--- config.mk ---
export PLATFORM = sky130hd
export DESIGN_NAME = stereo_width_rotate_bass_mono
export DESIGN_NICKNAME = d
export VERILOG_FILES = /design/src/swrbm_pkg.sv /design/src/swrbm_front.sv /design/src/swrbm_queue.sv /design/src/swrbm_back.sv /design/src/stereo_width_rotate_bass_mono.sv
export SDC_FILE = /design/constraint.sdc
export NUM_CORES = 2
export LEC_CHECK = 0
export BUFFER_PORTS_ARGS = -buffer_cell sky130_fd_sc_hd__buf_4
export CAP_MARGIN = 15
export CORE_MARGIN = 2
export CORE_UTILIZATION = 46
export CTS_BUF_LIST = sky130_fd_sc_hd__clkbuf_4 sky130_fd_sc_hd__clkbuf_8
export DETAILED_ROUTE_END_ITERATION = 8
export PLACE_DENSITY = 0.63
export SLEW_MARGIN = 40
export SYNTH_ARGS = -nofsm -noshare
export SYNTH_HDL_FRONTEND = slang
export SYNTH_HIERARCHICAL = 1
export SYNTH_SLANG_ARGS = --single-unit
--- constraint.sdc ---
create_clock -name clk -period 15.1 [get_ports clk]
set_clock_uncertainty 0.2 [all_clocks]
set_input_delay 3.02 -clock clk [delete_from_list [all_inputs] [get_ports clk]]
set_output_delay 3.02 -clock clk [all_outputs]
set_load 0.005 [all_outputs]
--- src/swrbm_pkg.sv ---
// ----------------------------------------------------------------------------
// swrbm_pkg
// Shared types and constants for the stereo width / rotate / bass mono block.
// ----------------------------------------------------------------------------
package swrbm_pkg;

  localparam int SAMPLE_BITS = 24;
  localparam int COEF_BITS   = 16;
  localparam int QS          = COEF_BITS - 1;
  localparam int SUM_W       = SAMPLE_BITS + 1;
  localparam int QUEUE_DEPTH = 2;

  localparam int CFG_IDX_W  = 3;
  localparam int CFG_DATA_W = COEF_BITS + 1;

  // 1/sqrt2 in Q1.(C-1), rounded to nearest
  localparam logic [COEF_BITS-1:0] INV_SQRT2 =
    COEF_BITS'((64'd1518500250 + (64'd1 << (31 - COEF_BITS))) >> (32 - COEF_BITS));

  localparam logic [COEF_BITS-1:0] UNITY_Q1   = COEF_BITS'(1) << QS;
  localparam logic [COEF_BITS-1:0] UNITY_Q2   = COEF_BITS'(1) << (COEF_BITS - 2);

  typedef enum logic [CFG_IDX_W-1:0] {
    REG_WIDTH_GAIN   = 0,
    REG_ROTATE_COS   = 1,
    REG_ROTATE_SIN   = 2,
    REG_LEFT_GAIN    = 3,
    REG_RIGHT_GAIN   = 4,
    REG_LOWPASS_COEF = 5,
    REG_BASS_MONO    = 6
  } cfg_reg_t;

  typedef struct packed {
    logic        [COEF_BITS-1:0] width_gain;
    logic        [COEF_BITS-1:0] rotate_cos;
    logic signed [COEF_BITS:0]   rotate_sin;
    logic        [COEF_BITS-1:0] left_gain;
    logic        [COEF_BITS-1:0] right_gain;
    logic        [COEF_BITS-1:0] lowpass_coef;
    logic                        bass_mono_enable;
  } cfg_t;

  typedef struct packed {
    logic signed [SAMPLE_BITS-1:0] left_in;
    logic signed [SAMPLE_BITS-1:0] right_in;
  } in_item_t;

  typedef struct packed {
    logic signed [SAMPLE_BITS-1:0] left_out;
    logic signed [SAMPLE_BITS-1:0] right_out;
  } out_item_t;

  // front end output: L+R and L-R
  typedef struct packed {
    logic signed [SUM_W-1:0] sum;
    logic signed [SUM_W-1:0] dif;
  } q_item_t;

  typedef enum logic [4:0] {
    ST_IDLE,
    ST_SUMK,
    ST_DIFK,
    ST_MIDC,
    ST_SIDEW,
    ST_MIDS,
    ST_SIDE2S,
    ST_SIDE2C,
    ST_WAIT,
    ST_UK,
    ST_VK,
    ST_LG,
    ST_RG,
    ST_DL,
    ST_LHI,
    ST_RHI,
    ST_LLO,
    ST_RLO,
    ST_LACC,
    ST_RACC,
    ST_LDIF,
    ST_RDIF,
    ST_FIN
  } step_t;

endpackage

--- src/swrbm_front.sv ---
// ----------------------------------------------------------------------------
// swrbm_front
// Input stage: takes a stereo pair and forms L+R and L-R for the queue.
// ----------------------------------------------------------------------------
module swrbm_front (
  input  logic                 clk,
  input  logic                 rst_n,
  input  logic                 push,
  input  swrbm_pkg::in_item_t  in_data,
  output logic                 full,
  output logic                 q_push_o,
  output swrbm_pkg::q_item_t   q_item_o,
  input  logic                 q_full_i
);
  import swrbm_pkg::*;

  logic    valid_r;
  logic    valid_nxt;
  q_item_t item_r;
  logic    accept;

  assign q_push_o = valid_r && !q_full_i;
  assign full     = valid_r && q_full_i;
  assign accept   = push && !full;
  assign q_item_o = item_r;

  always_comb begin
    valid_nxt = valid_r;
    if (accept) begin
      valid_nxt = 1'b1;
    end else if (q_push_o) begin
      valid_nxt = 1'b0;
    end
  end

  always_ff @(posedge clk) begin
    if (!rst_n) begin
      valid_r <= 1'b0;
    end else begin
      valid_r <= valid_nxt;
    end
  end

  always_ff @(posedge clk) begin
    if (accept) begin
      item_r.sum <= SUM_W'(in_data.left_in) + SUM_W'(in_data.right_in);
      item_r.dif <= SUM_W'(in_data.left_in) - SUM_W'(in_data.right_in);
    end
  end

endmodule

--- src/swrbm_queue.sv ---
// ----------------------------------------------------------------------------
// swrbm_queue
// Small FIFO between the front end and the sequenced datapath.
// ----------------------------------------------------------------------------
module swrbm_queue #(
  parameter int unsigned DEPTH = swrbm_pkg::QUEUE_DEPTH
) (
  input  logic               clk,
  input  logic               rst_n,
  input  logic               push_i,
  input  swrbm_pkg::q_item_t item_i,
  output logic               full_o,
  input  logic               pop_i,
  output logic               valid_o,
  output swrbm_pkg::q_item_t item_o
);
  import swrbm_pkg::*;

  localparam int PTR_W = (DEPTH > 1) ? $clog2(DEPTH) : 1;
  localparam int CNT_W = $clog2(DEPTH + 1);

  q_item_t          mem_r [DEPTH];
  logic [PTR_W-1:0] wr_ptr_r, wr_ptr_nxt;
  logic [PTR_W-1:0] rd_ptr_r, rd_ptr_nxt;
  logic [CNT_W-1:0] count_r, count_nxt;

  assign full_o  = (count_r == CNT_W'(DEPTH));
  assign valid_o = (count_r != '0);
  assign item_o  = mem_r[rd_ptr_r];

  always_comb begin
    wr_ptr_nxt = wr_ptr_r;
    rd_ptr_nxt = rd_ptr_r;
    count_nxt  = count_r;
    if (push_i) begin
      wr_ptr_nxt = (wr_ptr_r == PTR_W'(DEPTH - 1)) ? '0 : wr_ptr_r + 1'b1;
    end
    if (pop_i) begin
      rd_ptr_nxt = (rd_ptr_r == PTR_W'(DEPTH - 1)) ? '0 : rd_ptr_r + 1'b1;
    end
    if (push_i && !pop_i) begin
      count_nxt = count_r + 1'b1;
    end else if (pop_i && !push_i) begin
      count_nxt = count_r - 1'b1;
    end
  end

  always_ff @(posedge clk) begin
    if (!rst_n) begin
      wr_ptr_r <= '0;
      rd_ptr_r <= '0;
      count_r  <= '0;
    end else begin
      wr_ptr_r <= wr_ptr_nxt;
      rd_ptr_r <= rd_ptr_nxt;
      count_r  <= count_nxt;
    end
  end

  always_ff @(posedge clk) begin
    if (push_i) begin
      mem_r[wr_ptr_r] <= item_i;
    end
  end

  a_no_overflow: assert property (@(posedge clk) disable iff (!rst_n)
    push_i |-> (count_r != CNT_W'(DEPTH)))
    else $error("queue written while full");

  a_no_underflow: assert property (@(posedge clk) disable iff (!rst_n)
    pop_i |-> (count_r != '0))
    else $error("queue read while empty");

endmodule

--- src/swrbm_back.sv ---
// ----------------------------------------------------------------------------
// swrbm_back
// Sequenced datapath: one shared multiplier stepped through mid/side, width,
// rotation, balance and the per-channel bass lowpass.
// ----------------------------------------------------------------------------
module swrbm_back (
  input  logic                 clk,
  input  logic                 rst_n,
  input  swrbm_pkg::cfg_t      cfg_i,
  input  logic                 q_valid_i,
  input  swrbm_pkg::q_item_t   q_item_i,
  output logic                 q_pop_o,
  output logic                 res_valid_o,
  output swrbm_pkg::out_item_t res_item_o,
  input  logic                 res_ready_i
);
  import swrbm_pkg::*;

  localparam int SW      = SAMPLE_BITS;
  localparam int CW      = COEF_BITS;
  localparam int LP_FRAC = 16;
  localparam int MID_W   = SW + 1;
  localparam int SIDE2_W = SW + 3;
  localparam int M2_W    = SW + 4;
  localparam int U_W     = SW + 5;
  localparam int A_W     = SW + 5;
  localparam int B_W     = CW + 1;
  localparam int P_W     = A_W + B_W;
  localparam int ACC_W   = SW + LP_FRAC;
  localparam int D_W     = ACC_W + 1;
  localparam int LP_W    = D_W + B_W;
  localparam int LOW_W   = SW + 1;
  localparam int DIF_W   = SW + 2;
  localparam int FIN_W   = SW + 3;

  localparam logic signed [P_W-1:0] SAT_HI =
    {{(P_W - SW + 1){1'b0}}, {(SW - 1){1'b1}}};
  localparam logic signed [P_W-1:0] SAT_LO =
    {{(P_W - SW + 1){1'b1}}, {(SW - 1){1'b0}}};
  localparam logic signed [LP_W-1:0]  LP_HALF  = LP_W'(1) << (QS - 1);
  localparam logic signed [ACC_W-1:0] ACC_HALF = ACC_W'(1) << (LP_FRAC - 1);

  function automatic logic signed [P_W-1:0] rnd(input logic signed [P_W-1:0] x,
                                               input int sh);
    logic signed [P_W-1:0] half;
    half = '0;
    half[sh-1] = 1'b1;
    rnd = (x + half) >>> sh;
  endfunction

  function automatic logic signed [SW-1:0] sat(input logic signed [P_W-1:0] x);
    logic signed [P_W-1:0] y;
    y = x;
    if (x > SAT_HI) begin
      y = SAT_HI;
    end else if (x < SAT_LO) begin
      y = SAT_LO;
    end
    sat = SW'(y);
  endfunction

  step_t step_r, step_nxt;
  step_t ret_r;

  logic signed [SUM_W-1:0]   sum_r, dif_r;
  logic signed [MID_W-1:0]   mid_r, side_r;
  logic signed [SIDE2_W-1:0] side2_r;
  logic signed [P_W-1:0]     acc_a_r, acc_b_r;
  logic signed [M2_W-1:0]    m2_r, s2_r;
  logic signed [U_W-1:0]     lb_r, rb_r;
  logic signed [SW-1:0]      lsat_r, rsat_r;
  logic signed [D_W-1:0]     dl_r, dr_r;
  logic signed [LP_W-1:0]    lpl_r, lpr_r;
  logic signed [ACC_W-1:0]   lacc_r, racc_r;
  logic signed [LOW_W-1:0]   lowl_r, lowr_r, avg_r;
  logic signed [DIF_W-1:0]   ldiff_r, rdiff_r;
  logic signed [P_W-1:0]     prod_r;

  logic signed [A_W-1:0]   mul_a;
  logic signed [B_W-1:0]   mul_b;
  logic [CW-1:0]           a0;
  logic signed [FIN_W-1:0] lf, rf;

  // lowpass weight above unity is held at unity
  assign a0 = (cfg_i.lowpass_coef > UNITY_Q1) ? UNITY_Q1 : cfg_i.lowpass_coef;

  // --------------------------------------------------------------------------
  // Sequencer
  // --------------------------------------------------------------------------
  always_comb begin
    step_nxt    = step_r;
    q_pop_o     = 1'b0;
    res_valid_o = 1'b0;
    unique case (step_r)
      ST_IDLE: begin
        if (q_valid_i) begin
          q_pop_o  = 1'b1;
          step_nxt = ST_SUMK;
        end
      end
      ST_SUMK:   step_nxt = ST_DIFK;
      ST_DIFK:   step_nxt = ST_MIDC;
      ST_MIDC:   step_nxt = ST_SIDEW;
      ST_SIDEW:  step_nxt = ST_MIDS;
      ST_MIDS:   step_nxt = ST_SIDE2S;
      ST_SIDE2S: step_nxt = ST_SIDE2C;
      ST_SIDE2C: step_nxt = ST_WAIT;
      ST_WAIT:   step_nxt = ST_UK;
      ST_UK:     step_nxt = ST_VK;
      ST_VK:     step_nxt = ST_LG;
      ST_LG:     step_nxt = ST_RG;
      ST_RG:     step_nxt = ST_DL;
      ST_DL:     step_nxt = cfg_i.bass_mono_enable ? ST_LHI : ST_FIN;
      ST_LHI:    step_nxt = ST_RHI;
      ST_RHI:    step_nxt = ST_LLO;
      ST_LLO:    step_nxt = ST_RLO;
      ST_RLO:    step_nxt = ST_LACC;
      ST_LACC:   step_nxt = ST_RACC;
      ST_RACC:   step_nxt = ST_LDIF;
      ST_LDIF:   step_nxt = ST_RDIF;
      ST_RDIF:   step_nxt = ST_FIN;
      ST_FIN: begin
        res_valid_o = 1'b1;
        if (res_ready_i) begin
          if (q_valid_i) begin
            q_pop_o  = 1'b1;
            step_nxt = ST_SUMK;
          end else begin
            step_nxt = ST_IDLE;
          end
        end
      end
      default:   step_nxt = ST_IDLE;
    endcase
  end

  always_ff @(posedge clk) begin
    if (!rst_n) begin
      step_r <= ST_IDLE;
      ret_r  <= ST_IDLE;
    end else begin
      step_r <= step_nxt;
      ret_r  <= step_r;
    end
  end

  // --------------------------------------------------------------------------
  // Multiplier operands (pre-adder for the back conversion)
  // --------------------------------------------------------------------------
  always_comb begin
    mul_a = '0;
    mul_b = '0;
    unique case (step_r)
      ST_SUMK: begin
        mul_a = A_W'(sum_r);
        mul_b = {1'b0, INV_SQRT2};
      end
      ST_DIFK: begin
        mul_a = A_W'(dif_r);
        mul_b = {1'b0, INV_SQRT2};
      end
      ST_MIDC: begin
        mul_a = A_W'(mid_r);
        mul_b = {1'b0, cfg_i.rotate_cos};
      end
      ST_SIDEW: begin
        mul_a = A_W'(side_r);
        mul_b = {1'b0, cfg_i.width_gain};
      end
      ST_MIDS: begin
        mul_a = A_W'(mid_r);
        mul_b = cfg_i.rotate_sin;
      end
      ST_SIDE2S: begin
        mul_a = A_W'(side2_r);
        mul_b = cfg_i.rotate_sin;
      end
      ST_SIDE2C: begin
        mul_a = A_W'(side2_r);
        mul_b = {1'b0, cfg_i.rotate_cos};
      end
      ST_UK: begin
        mul_a = A_W'(m2_r) + A_W'(s2_r);
        mul_b = {1'b0, INV_SQRT2};
      end
      ST_VK: begin
        mul_a = A_W'(m2_r) - A_W'(s2_r);
        mul_b = {1'b0, INV_SQRT2};
      end
      ST_LG: begin
        mul_a = A_W'(lb_r);
        mul_b = {1'b0, cfg_i.left_gain};
      end
      ST_RG: begin
        mul_a = A_W'(rb_r);
        mul_b = {1'b0, cfg_i.right_gain};
      end
      ST_LHI: begin
        mul_a = A_W'($signed(dl_r[D_W-1:LP_FRAC]));
        mul_b = {1'b0, a0};
      end
      ST_RHI: begin
        mul_a = A_W'($signed(dr_r[D_W-1:LP_FRAC]));
        mul_b = {1'b0, a0};
      end
      ST_LLO: begin
        mul_a = A_W'({1'b0, dl_r[LP_FRAC-1:0]});
        mul_b = {1'b0, a0};
      end
      ST_RLO: begin
        mul_a = A_W'({1'b0, dr_r[LP_FRAC-1:0]});
        mul_b = {1'b0, a0};
      end
      default: begin
        mul_a = '0;
        mul_b = '0;
      end
    endcase
  end

  // --------------------------------------------------------------------------
  // Datapath: issue-side ALU steps and retire of the previous product
  // --------------------------------------------------------------------------
  always_ff @(posedge clk) begin
    prod_r <= P_W'(mul_a) * P_W'(mul_b);

    if (q_pop_o) begin
      sum_r <= q_item_i.sum;
      dif_r <= q_item_i.dif;
    end

    unique case (step_r)
      ST_DL: begin
        dl_r <= D_W'(ACC_W'(lsat_r) <<< LP_FRAC) - D_W'(lacc_r);
      end
      ST_LHI: begin
        dr_r <= D_W'(ACC_W'(rsat_r) <<< LP_FRAC) - D_W'(racc_r);
      end
      ST_RACC: begin
        lowl_r <= LOW_W'((lacc_r + ACC_HALF) >>> LP_FRAC);
      end
      ST_LDIF: begin
        lowr_r  <= LOW_W'((racc_r + ACC_HALF) >>> LP_FRAC);
        ldiff_r <= DIF_W'(lsat_r) - DIF_W'(lowl_r);
      end
      ST_RDIF: begin
        rdiff_r <= DIF_W'(rsat_r) - DIF_W'(lowr_r);
        avg_r   <= LOW_W'((DIF_W'(lowl_r) + DIF_W'(lowr_r) + DIF_W'(1)) >>> 1);
      end
      default: begin
      end
    endcase

    unique case (ret_r)
      ST_SUMK:   mid_r   <= MID_W'(rnd(prod_r, QS));
      ST_DIFK:   side_r  <= MID_W'(rnd(prod_r, QS));
      ST_MIDC:   acc_a_r <= prod_r;
      ST_SIDEW:  side2_r <= SIDE2_W'(rnd(prod_r, CW - 2));
      ST_MIDS:   acc_b_r <= prod_r;
      ST_SIDE2S: m2_r    <= M2_W'(rnd(acc_a_r - prod_r, QS));
      ST_SIDE2C: s2_r    <= M2_W'(rnd(acc_b_r + prod_r, QS));
      ST_UK:     lb_r    <= U_W'(rnd(prod_r, QS));
      ST_VK:     rb_r    <= U_W'(rnd(prod_r, QS));
      ST_LG:     lsat_r  <= sat(rnd(prod_r, QS));
      ST_RG:     rsat_r  <= sat(rnd(prod_r, QS));
      // high partial product carries the rounding half
      ST_LHI:    lpl_r   <= (LP_W'(prod_r) <<< LP_FRAC) + LP_HALF;
      ST_RHI:    lpr_r   <= (LP_W'(prod_r) <<< LP_FRAC) + LP_HALF;
      ST_LLO:    lpl_r   <= lpl_r + LP_W'(prod_r);
      ST_RLO:    lpr_r   <= lpr_r + LP_W'(prod_r);
      default: begin
      end
    endcase
  end

  // filter states: the only datapath state that survives between items
  always_ff @(posedge clk) begin
    if (!rst_n) begin
      lacc_r <= '0;
      racc_r <= '0;
    end else begin
      if (step_r == ST_LACC) begin
        lacc_r <= lacc_r + ACC_W'(lpl_r >>> QS);
      end
      if (step_r == ST_RACC) begin
        racc_r <= racc_r + ACC_W'(lpr_r >>> QS);
      end
    end
  end

  assign lf = cfg_i.bass_mono_enable ? (FIN_W'(ldiff_r) + FIN_W'(avg_r)) : FIN_W'(lsat_r);
  assign rf = cfg_i.bass_mono_enable ? (FIN_W'(rdiff_r) + FIN_W'(avg_r)) : FIN_W'(rsat_r);

  assign res_item_o.left_out  = sat(P_W'(lf));
  assign res_item_o.right_out = sat(P_W'(rf));

  a_start_after_pop: assert property (@(posedge clk) disable iff (!rst_n)
    (step_r == ST_SUMK) |-> $past(q_pop_o))
    else $error("item started without a queue read");

  a_filter_hold_idle: assert property (@(posedge clk) disable iff (!rst_n)
    (step_r == ST_IDLE) |=> ($stable(lacc_r) && $stable(racc_r)))
    else $error("filter state moved while idle");

endmodule

--- src/stereo_width_rotate_bass_mono.sv ---
// A pair accepted on push passes the front register, the queue, the sequenced datapath
//   and the output register; with bass mono on, the datapath adds the lowpass steps.
// The datapath works on one pair at a time, as every product of the item goes through
//   the single shared multiplier in turn; a finished pair waits until the output register takes it.
// Reset (rst_n low, synchronous): queues empty, registers at their defaults, filter
//   states cleared.
// ----------------------------------------------------------------------------
// stereo_width_rotate_bass_mono
// Mid/side stereo width, rotation, balance and bass mono on Q1.23 sample pairs.
// ----------------------------------------------------------------------------
module stereo_width_rotate_bass_mono #(
  parameter int unsigned Q_DEPTH = swrbm_pkg::QUEUE_DEPTH
) (
  input  logic                                clk,
  input  logic                                rst_n,
  input  logic                                push,
  output logic                                full,
  input  swrbm_pkg::in_item_t                 in_data,
  output logic                                empty,
  input  logic                                pop,
  output swrbm_pkg::out_item_t                out_data,
  input  logic                                cfg_we,
  input  logic [swrbm_pkg::CFG_IDX_W-1:0]     cfg_index,
  input  logic [swrbm_pkg::CFG_DATA_W-1:0]    cfg_data
);
  import swrbm_pkg::*;

  cfg_t      cfg_r;
  logic      out_valid_r;
  out_item_t out_data_r;

  logic      fq_push;
  q_item_t   fq_item;
  logic      fq_full;
  logic      q_valid;
  q_item_t   q_item;
  logic      q_pop;
  logic      res_valid;
  out_item_t res_item;
  logic      res_ready;

  always_ff @(posedge clk) begin
    if (!rst_n) begin
      cfg_r.width_gain       <= UNITY_Q2;
      cfg_r.rotate_cos       <= UNITY_Q1;
      cfg_r.rotate_sin       <= '0;
      cfg_r.left_gain        <= UNITY_Q1;
      cfg_r.right_gain       <= UNITY_Q1;
      cfg_r.lowpass_coef     <= '0;
      cfg_r.bass_mono_enable <= 1'b0;
    end else if (cfg_we) begin
      unique case (cfg_reg_t'(cfg_index))
        REG_WIDTH_GAIN:   cfg_r.width_gain       <= cfg_data[COEF_BITS-1:0];
        REG_ROTATE_COS:   cfg_r.rotate_cos       <= cfg_data[COEF_BITS-1:0];
        REG_ROTATE_SIN:   cfg_r.rotate_sin       <= cfg_data;
        REG_LEFT_GAIN:    cfg_r.left_gain        <= cfg_data[COEF_BITS-1:0];
        REG_RIGHT_GAIN:   cfg_r.right_gain       <= cfg_data[COEF_BITS-1:0];
        REG_LOWPASS_COEF: cfg_r.lowpass_coef     <= cfg_data[COEF_BITS-1:0];
        REG_BASS_MONO:    cfg_r.bass_mono_enable <= cfg_data[0];
        default: begin
          // drop writes to unknown indexes
        end
      endcase
    end
  end

  swrbm_front u_front (
    .clk      (clk),
    .rst_n    (rst_n),
    .push     (push),
    .in_data  (in_data),
    .full     (full),
    .q_push_o (fq_push),
    .q_item_o (fq_item),
    .q_full_i (fq_full)
  );

  swrbm_queue #(
    .DEPTH (Q_DEPTH)
  ) u_queue (
    .clk     (clk),
    .rst_n   (rst_n),
    .push_i  (fq_push),
    .item_i  (fq_item),
    .full_o  (fq_full),
    .pop_i   (q_pop),
    .valid_o (q_valid),
    .item_o  (q_item)
  );

  swrbm_back u_back (
    .clk         (clk),
    .rst_n       (rst_n),
    .cfg_i       (cfg_r),
    .q_valid_i   (q_valid),
    .q_item_i    (q_item),
    .q_pop_o     (q_pop),
    .res_valid_o (res_valid),
    .res_item_o  (res_item),
    .res_ready_i (res_ready)
  );

  // output register: the datapath moves on while a result waits here
  assign res_ready = !out_valid_r || pop;
  assign empty     = !out_valid_r;
  assign out_data  = out_data_r;

  always_ff @(posedge clk) begin
    if (!rst_n) begin
      out_valid_r <= 1'b0;
    end else if (res_valid && res_ready) begin
      out_valid_r <= 1'b1;
    end else if (pop) begin
      out_valid_r <= 1'b0;
    end
  end

  always_ff @(posedge clk) begin
    if (res_valid && res_ready) begin
      out_data_r <= res_item;
    end
  end

endmodule

Word-level counts from Yosys, hierarchy flattened
Memory sizes are Yosys's and may differ from the RTL's. A register that Yosys moved wholly into a read port is not among the register bits.
Cells that the tools add are included.
{ "totals": {"out_inout_bits": 50, "regBits": 984, "word_cells": 189, "mem_bits_rw": 100, "mem_count": 1, "in_bits": 73} }
{ "memory_table": {"columns": ["name", "words", "word_bits", "read_ports", "rd_ports_with_merged_regs", "wr", "line_no", "source"], "rows": [
  ["u_queue.mem_r", 2, 50, 1, 1, 1, "swrbm_queue.sv:22", "q_item_t mem_r [DEPTH];"]
]} }
{ "op_classes": {"n_eq_ne": 46, "n_reduce_logical": 34, "n_mul": 1, "n_mux": 30, "n_lt_le_gt_ge": 7, "add_sub_neg": 29} }
{ "op_table": {"columns": ["cell", "n"], "rows": [
  ["case mux 29 bit (13 select lines)", 1],
  ["case mux 58 bit (2 select lines)", 2],
  ["case mux 17 bit (7 select lines)", 1],
  ["adder 58 x 46 -> 58 bit", 2],
  ["case mux 5 bit (23 select lines)", 1],
  ["2-to-1 mux 24 bit", 4],
  ["adder 43 x 16 -> 43 bit (second input constant)", 2],
  ["subtractor 40 x 40 -> 41 bit", 2],
  ["adder 40 x 17 -> 40 bit (second input constant)", 2],
  ["adder 40 bit", 2],
  ["subtractor 24 x 24 -> 25 bit", 3],
  ["== test 5 x 4 -> 1 bit (second input constant)", 14],
  ["adder 58 x 16 -> 58 bit (second input constant)", 1],
  ["> comparator 27 x 24 -> 1 bit (second input constant)", 2],
  ["< comparator 27 x 24 -> 1 bit (second input constant)", 2],
  ["2-to-1 mux 27 bit", 2],
  ["adder 25 x 25 -> 26 bit", 2],
  ["adder 24 x 24 -> 25 bit", 2],
  ["adder 46 x 16 -> 46 bit (second input constant)", 1],
  ["multiplier 29 x 17 -> 46 bit", 1],
  ["== test 5 bit (second input constant)", 9],
  ["adder 43 bit", 1],
  ["subtractor 43 bit", 1],
  ["adder 41 x 15 -> 41 bit (second input constant)", 1],
  ["other kinds (31)", 86]
]} }

Logic depth before layout (Yosys ltp)
{ "logic_depth": {"word_depth": 7, "depth_mapped": 40, "ltp_nobuf": 39} }

Hierarchy
The synthesis kept the hierarchy.
{ "by_module_without_submodules": {"columns": ["mod", "seq_area_each_um2", "n_inst", "area_per_inst_um2", "cells_per_inst"], "rows": [
  ["swrbm_back", 23442.5, 1, 72931.2, 7560],
  ["stereo_width_rotate_bass_mono", 3423.3, 1, 5089.9, 399],
  ["swrbm_front", 1491.4, 1, 4209.0, 459],
  ["swrbm_queue", 3103.0, 1, 3829.9, 178]
]} }

Worst setup path after synthesis
Ideal clock, no wire load.
{ "synth_timing": {"path_kind": "reg-to-reg", "start": "register u_back.step_r[3]", "end": "register u_back.prod_r[38]", "arrival_ps": 9453, "slack_ps": 5313, "required_ps": 14767, "path_stages_with_launch": 37, "period_less_slack_ps": 9787, "setup_time_ps": 133, "n_path_buf": 4, "path_cell_list": "dfxtp_1 clkbuf_1 nand2b_1 or3_1 clkbuf_1 clkbuf_1 mux2i_1 fa_1 a21o_1 a21o_1 a21oi_1 o21bai_1 a211oi_2 o21ai_0 a21oi_1 xnor2_1 a2111oi_4 nor2_1 fa_1 inv_1 fa_1 fa_1 fa_1 fa_1 inv_1 fa_1 ha_1 clkbuf_1 a21o_1 a21o_1 a21oi_1 a21oi_1 a211oi_1 o31ai_1 a311oi_1 mux2i_1 o2111ai_1"} }
{ "synth_via": {"elab_chain_cells": 4, "word_cells_on_any_way": 24, "cone_classes": "1 x mul; 15 x eq/ne; 2 x mux; 6 x reduce/logical"} }
{ "synth_lines": {"columns": ["item", "line_no", "source"], "rows": [
  ["from (decl)", "swrbm_back.sv:62", "step_t step_r, step_nxt;"],
  ["from (signal assigned)", "swrbm_back.sv:142", "step_r <= step_nxt;"],
  ["== test 5 x 4 -> 1 bit, or another cell as far along", "swrbm_back.sv:153", "unique case (step_r)"],
  ["OR reduction 4 bit (no source line) or OR reduction 2 bit (tied branches)", null, null],
  ["case mux 17 bit (7 select lines) or case mux 29 bit (13 select lines) (tied branches)", "swrbm_back.sv:153", null],
  ["multiplier 29 x 17 -> 46 bit (*)", "swrbm_back.sv:225", "prod_r <= P_W'(mul_a) * P_W'(mul_b);"],
  ["to (signal assigned)", "swrbm_back.sv:225", null],
  ["to (decl)", "swrbm_back.sv:77", "logic signed [P_W-1:0] prod_r;"]
]} }
Every way passes the cells marked *; elsewhere a longest branch is shown, timed or not.
A chain may end at the register's enable or synchronous reset.

Worst setup path in the final report
Same ends and word-level chain as after synthesis.

==> results.toml <==
[run_status]
status = "finished clean"

[sta]
grt_setup_unrepaired = "false"
tightestPinTransition_ns = 0.9424
period_needed_ns = 11.80
finalMaxSlewViolations = 0
hold_violations = 0
relSlewSlack_pct = 37.18
fin_setup_tns_ns = 0
setup_violations = 0
min_period_over_period_pct = 78.14
max_freq_mhz = 84.75

[floorplan]
ios = 123
fp.dieH_um = 436.5
die-area_um2 = 190600
rows = 158
start_util_pct = 46.36
coreArea_um2 = 185600
die_x_um = 436.5

[setup_path]
slowest_delay_ns = 0.89
required_ns = 15.75
cp-start-kind = "flop"
cp_max_fo = 20
r2r_end = "u_back/prod_r[38]"
cp_common_cell = "fa_1"
arrival_ns = 12.45
path_class = "flop to flop"
reg2reg_slack_ns = 3.30
crit_path_end_kind = "flop"
worst_path_max_delay_cell = "a2111oi_4"
r2r-start = "u_back/step_r[3]"
reg2reg_depth = 32
startpoint = "u_back/step_r[3]"

[placed_design]
io_buffers = 122
gp_congestion = 0.9765
dp_hpwl_mm = 215.4
dpl-instance-area_um2 = 90200

[finish]
fillers = 16712
final_cell_area_um2 = 94740
nNetsFinal = 10024
area_growth_pct = 10.08
drive_above_1_share_pct = 9.575

[drt]
drc = 0
drt_first_pass_iters = 7
ant_nets = 0
dr.first_iter.drc_count = 6223
avgViaCountPerCell = 5.906
drt_wl_total_mm = 281.9
wire_per_inst_um = 24.72
vias = 67350

[yosys]
synth_edf_count = 887
ys_top_cells_by_count = "887 x edfxtp_1, 852 x inv_1, 800 x nand2_1"
yosys.area.top_type = "edfxtp_1"
syn_inst = 8596
yosysSeqAreaShare_pct = 36.56
ys_ff_latch = 1128
yosysMostFrequentCell = "edfxtp_1"
yosys_warnings = 6
synth_top_area_share_pct = 30.95
syn_nets = 9867
async_flop_share_pct = 0
ys_types = 118
synth_area_per_cell_um2 = 10.01
synthesis.area_um2 = 86060
netlist_top_cells_area = "edfxtp_1 31%, fa_1 11%, ha_1 10%, dfxtp_1 5.6%, xnor2_1 4.2%"
yosys_most_used_dff = "edfxtp_1"

[power]
p_clk_share_pct = 22.4
power_uw = 14240
p_switching_uw = 6239
seqPwrFrac_pct = 28.0
ir_drop_uv = 167.4
p_comb_share_pct = 49.5
switching_share_pct = 43.83
power.internal_uw = 7997
power.density_nw_per_um2 = 150.3
total_leakage_power_uw = 0.03974

[grt]
grt_pass1_vias = 66467
grt_max_degree = 89
antenna_found_initial = 8
overflow = 0
grt_pass1_wl_mm = 419.5
grtUsageTotal_pct = 29.28

[clock_tree]
htreeDepth = 4
clk_pin_slew_worst_paths_ns = 0.06
cts_resized = 0
cts.sinks = 1128
clkLatencyLatePin_ns = 1.00
hold_buffers = 0
postCtsSetupRepairBufs = 0
cts_tree = "built"
clockRootBuffer = "clkbuf_8"
cts-buffers-inserted = 194
clk_path_buf_depth = 3

[hold_path]
min_to = "u_queue/mem_r[1][7]"
hold_start = "u_front/q_item_o[7]"
hold_path_depth = 0
hp-class = "flop to flop"

[job]
maxCapViolCount = 0
-- flip-flops by register name (all words and copies together) (netlist names), 28 cells and up, named ones only --
signal / count
u_back/lpl_r: 55
u_back/prod_r: 46
u_front/q_item_o: 49
u_back/lpr_r: 55
u_back/dl_r: 41
cfg_r: 98
u_back/acc_a_r: 43
u_back/lacc_r: 40
u_queue/mem_r: 100
u_back/acc_b_r: 43
u_back/m2_r: 28
u_back/racc_r: 40
u_back/s2_r: 28
u_back/lb_r: 29
u_back/dr_r: 41
u_back/rb_r: 29
out_data: 48
-- cells in the final DEF, fill, tap and decap left out, types with 29 or more instances in the layout --
cell and count:
edfxtp_1 887, inv_1 850, nand2_1 798, ha_1 710, nor2_1 614, a21oi_1 512, fa_1 488, xnor2_1 416
o21ai_0 379, buf_4 253, dfxtp_1 236, a21o_1 236, clkbuf_8 215, xor2_1 172, nand3_1 163, mux2i_1 160
nor3_1 144, nand2b_1 79, o21a_1 78, nand4_1 74, a22oi_1 73, nor2b_1 72, o21bai_1 71, and3_1 68
a211oi_1 65, a31oi_1 60, clkbuf_4 55, mux2_2 49, or3_1 48, or2_2 40, o31ai_1 40, and2_1 40
o211ai_1 40, a22o_1 33, clkinv_1 32, nor4_1 31, a221oi_1 30, a211o_1 30, a221o_1 29
-- per-stage QoR --
step,instances,hold slack (ns),util [%],setup slack [ns]
global placement,11032,0.2251,48.55,3.456
floorplan,8596,0.2215,-,5.313
global route,11400,0.2321,51.03,2.806
finish,11403,0.2252,51.04,3.300
CTS,11397,0.2283,51.00,3.391
detailed placement,11035,0.2321,48.59,3.406
-- final cells by class --
type,instances,area (um^2),area share [%]
clock inverters,93,1100,1.161
diodes,4,10.01,0.01057
flip-flops and latches,1128,31470,33.21
inverters,866,3251,3.431
well taps,2480,3103,3.275
repair buffers,263,2011,2.122
multi-input cells,6300,50430,53.23
clock buffers,269,3364,3.551
-- per-layer routing --
metal | part of all wire [%] | track usage (%)
met5 | 0.016 | 0
met4 | 6.5 | 16.40
met3 | 8.2 | 6.024
met2 | 45 | 46.04
met1 | 40 | 37.63
-- kinds of logic after synthesis --
logic type | count (synthesis) | synth area share, %
AND/OR/NAND/NOR | 2332 | 12.70
AO/OA/AOI/OAI | 1967 | 15.22
adder cells (fa/ha/maj) | 1198 | 21.67
buffers and inverters | 1168 | 5.270
flip-flops | 1128 | 36.56
XOR/XNOR | 590 | 6.022
multiplexers | 213 | 2.554
-- critical path: cells and delay by family, from the launching register on --
| family | cells | cell delay [ns] |
|---|---|---|
| muxes | 2 | 0.50 |
| adders and majority gates | 8 | 3.99 |
| and+or+nand+nor | 3 | 1.22 |
| AOI/OAI and AO/OA | 16 | 4.71 |
| xor gates and xnor gates | 1 | 0.19 |
| buffers and inverters | 2 | 0.11 |
| DFF | 1 | 0.70 |
-- how the worst max path moves through the flow --
stage,endpoint,slack [ns]
floorplan,u_back/prod_r[38],5.31
global placement,u_back/prod_r[38],3.46
detailed placement,u_back/prod_r[38],3.41
CTS,u_back/prod_r[38],3.39
global route,u_back/prod_r[38],2.81
finish,u_back/prod_r[38],3.30
-- power by group through the flow --
| stage | combinational (uW) | sequential (uW) | clock (uW) |
|---|---|---|---|
| 2_1_floorplan | 4650 | 3950 | 0 |
| 3_3_place_gp | 6810 | 4040 | 0 |
| 3_5_place_dp | 6860 | 4050 | 0 |
| 4_1_cts | 6930 | 3980 | 3250 |
| 5_1_grt | 7680 | 3990 | 3380 |
| 6_report | 7050 | 3990 | 3190 |
(Power assumes the default switching activity.)
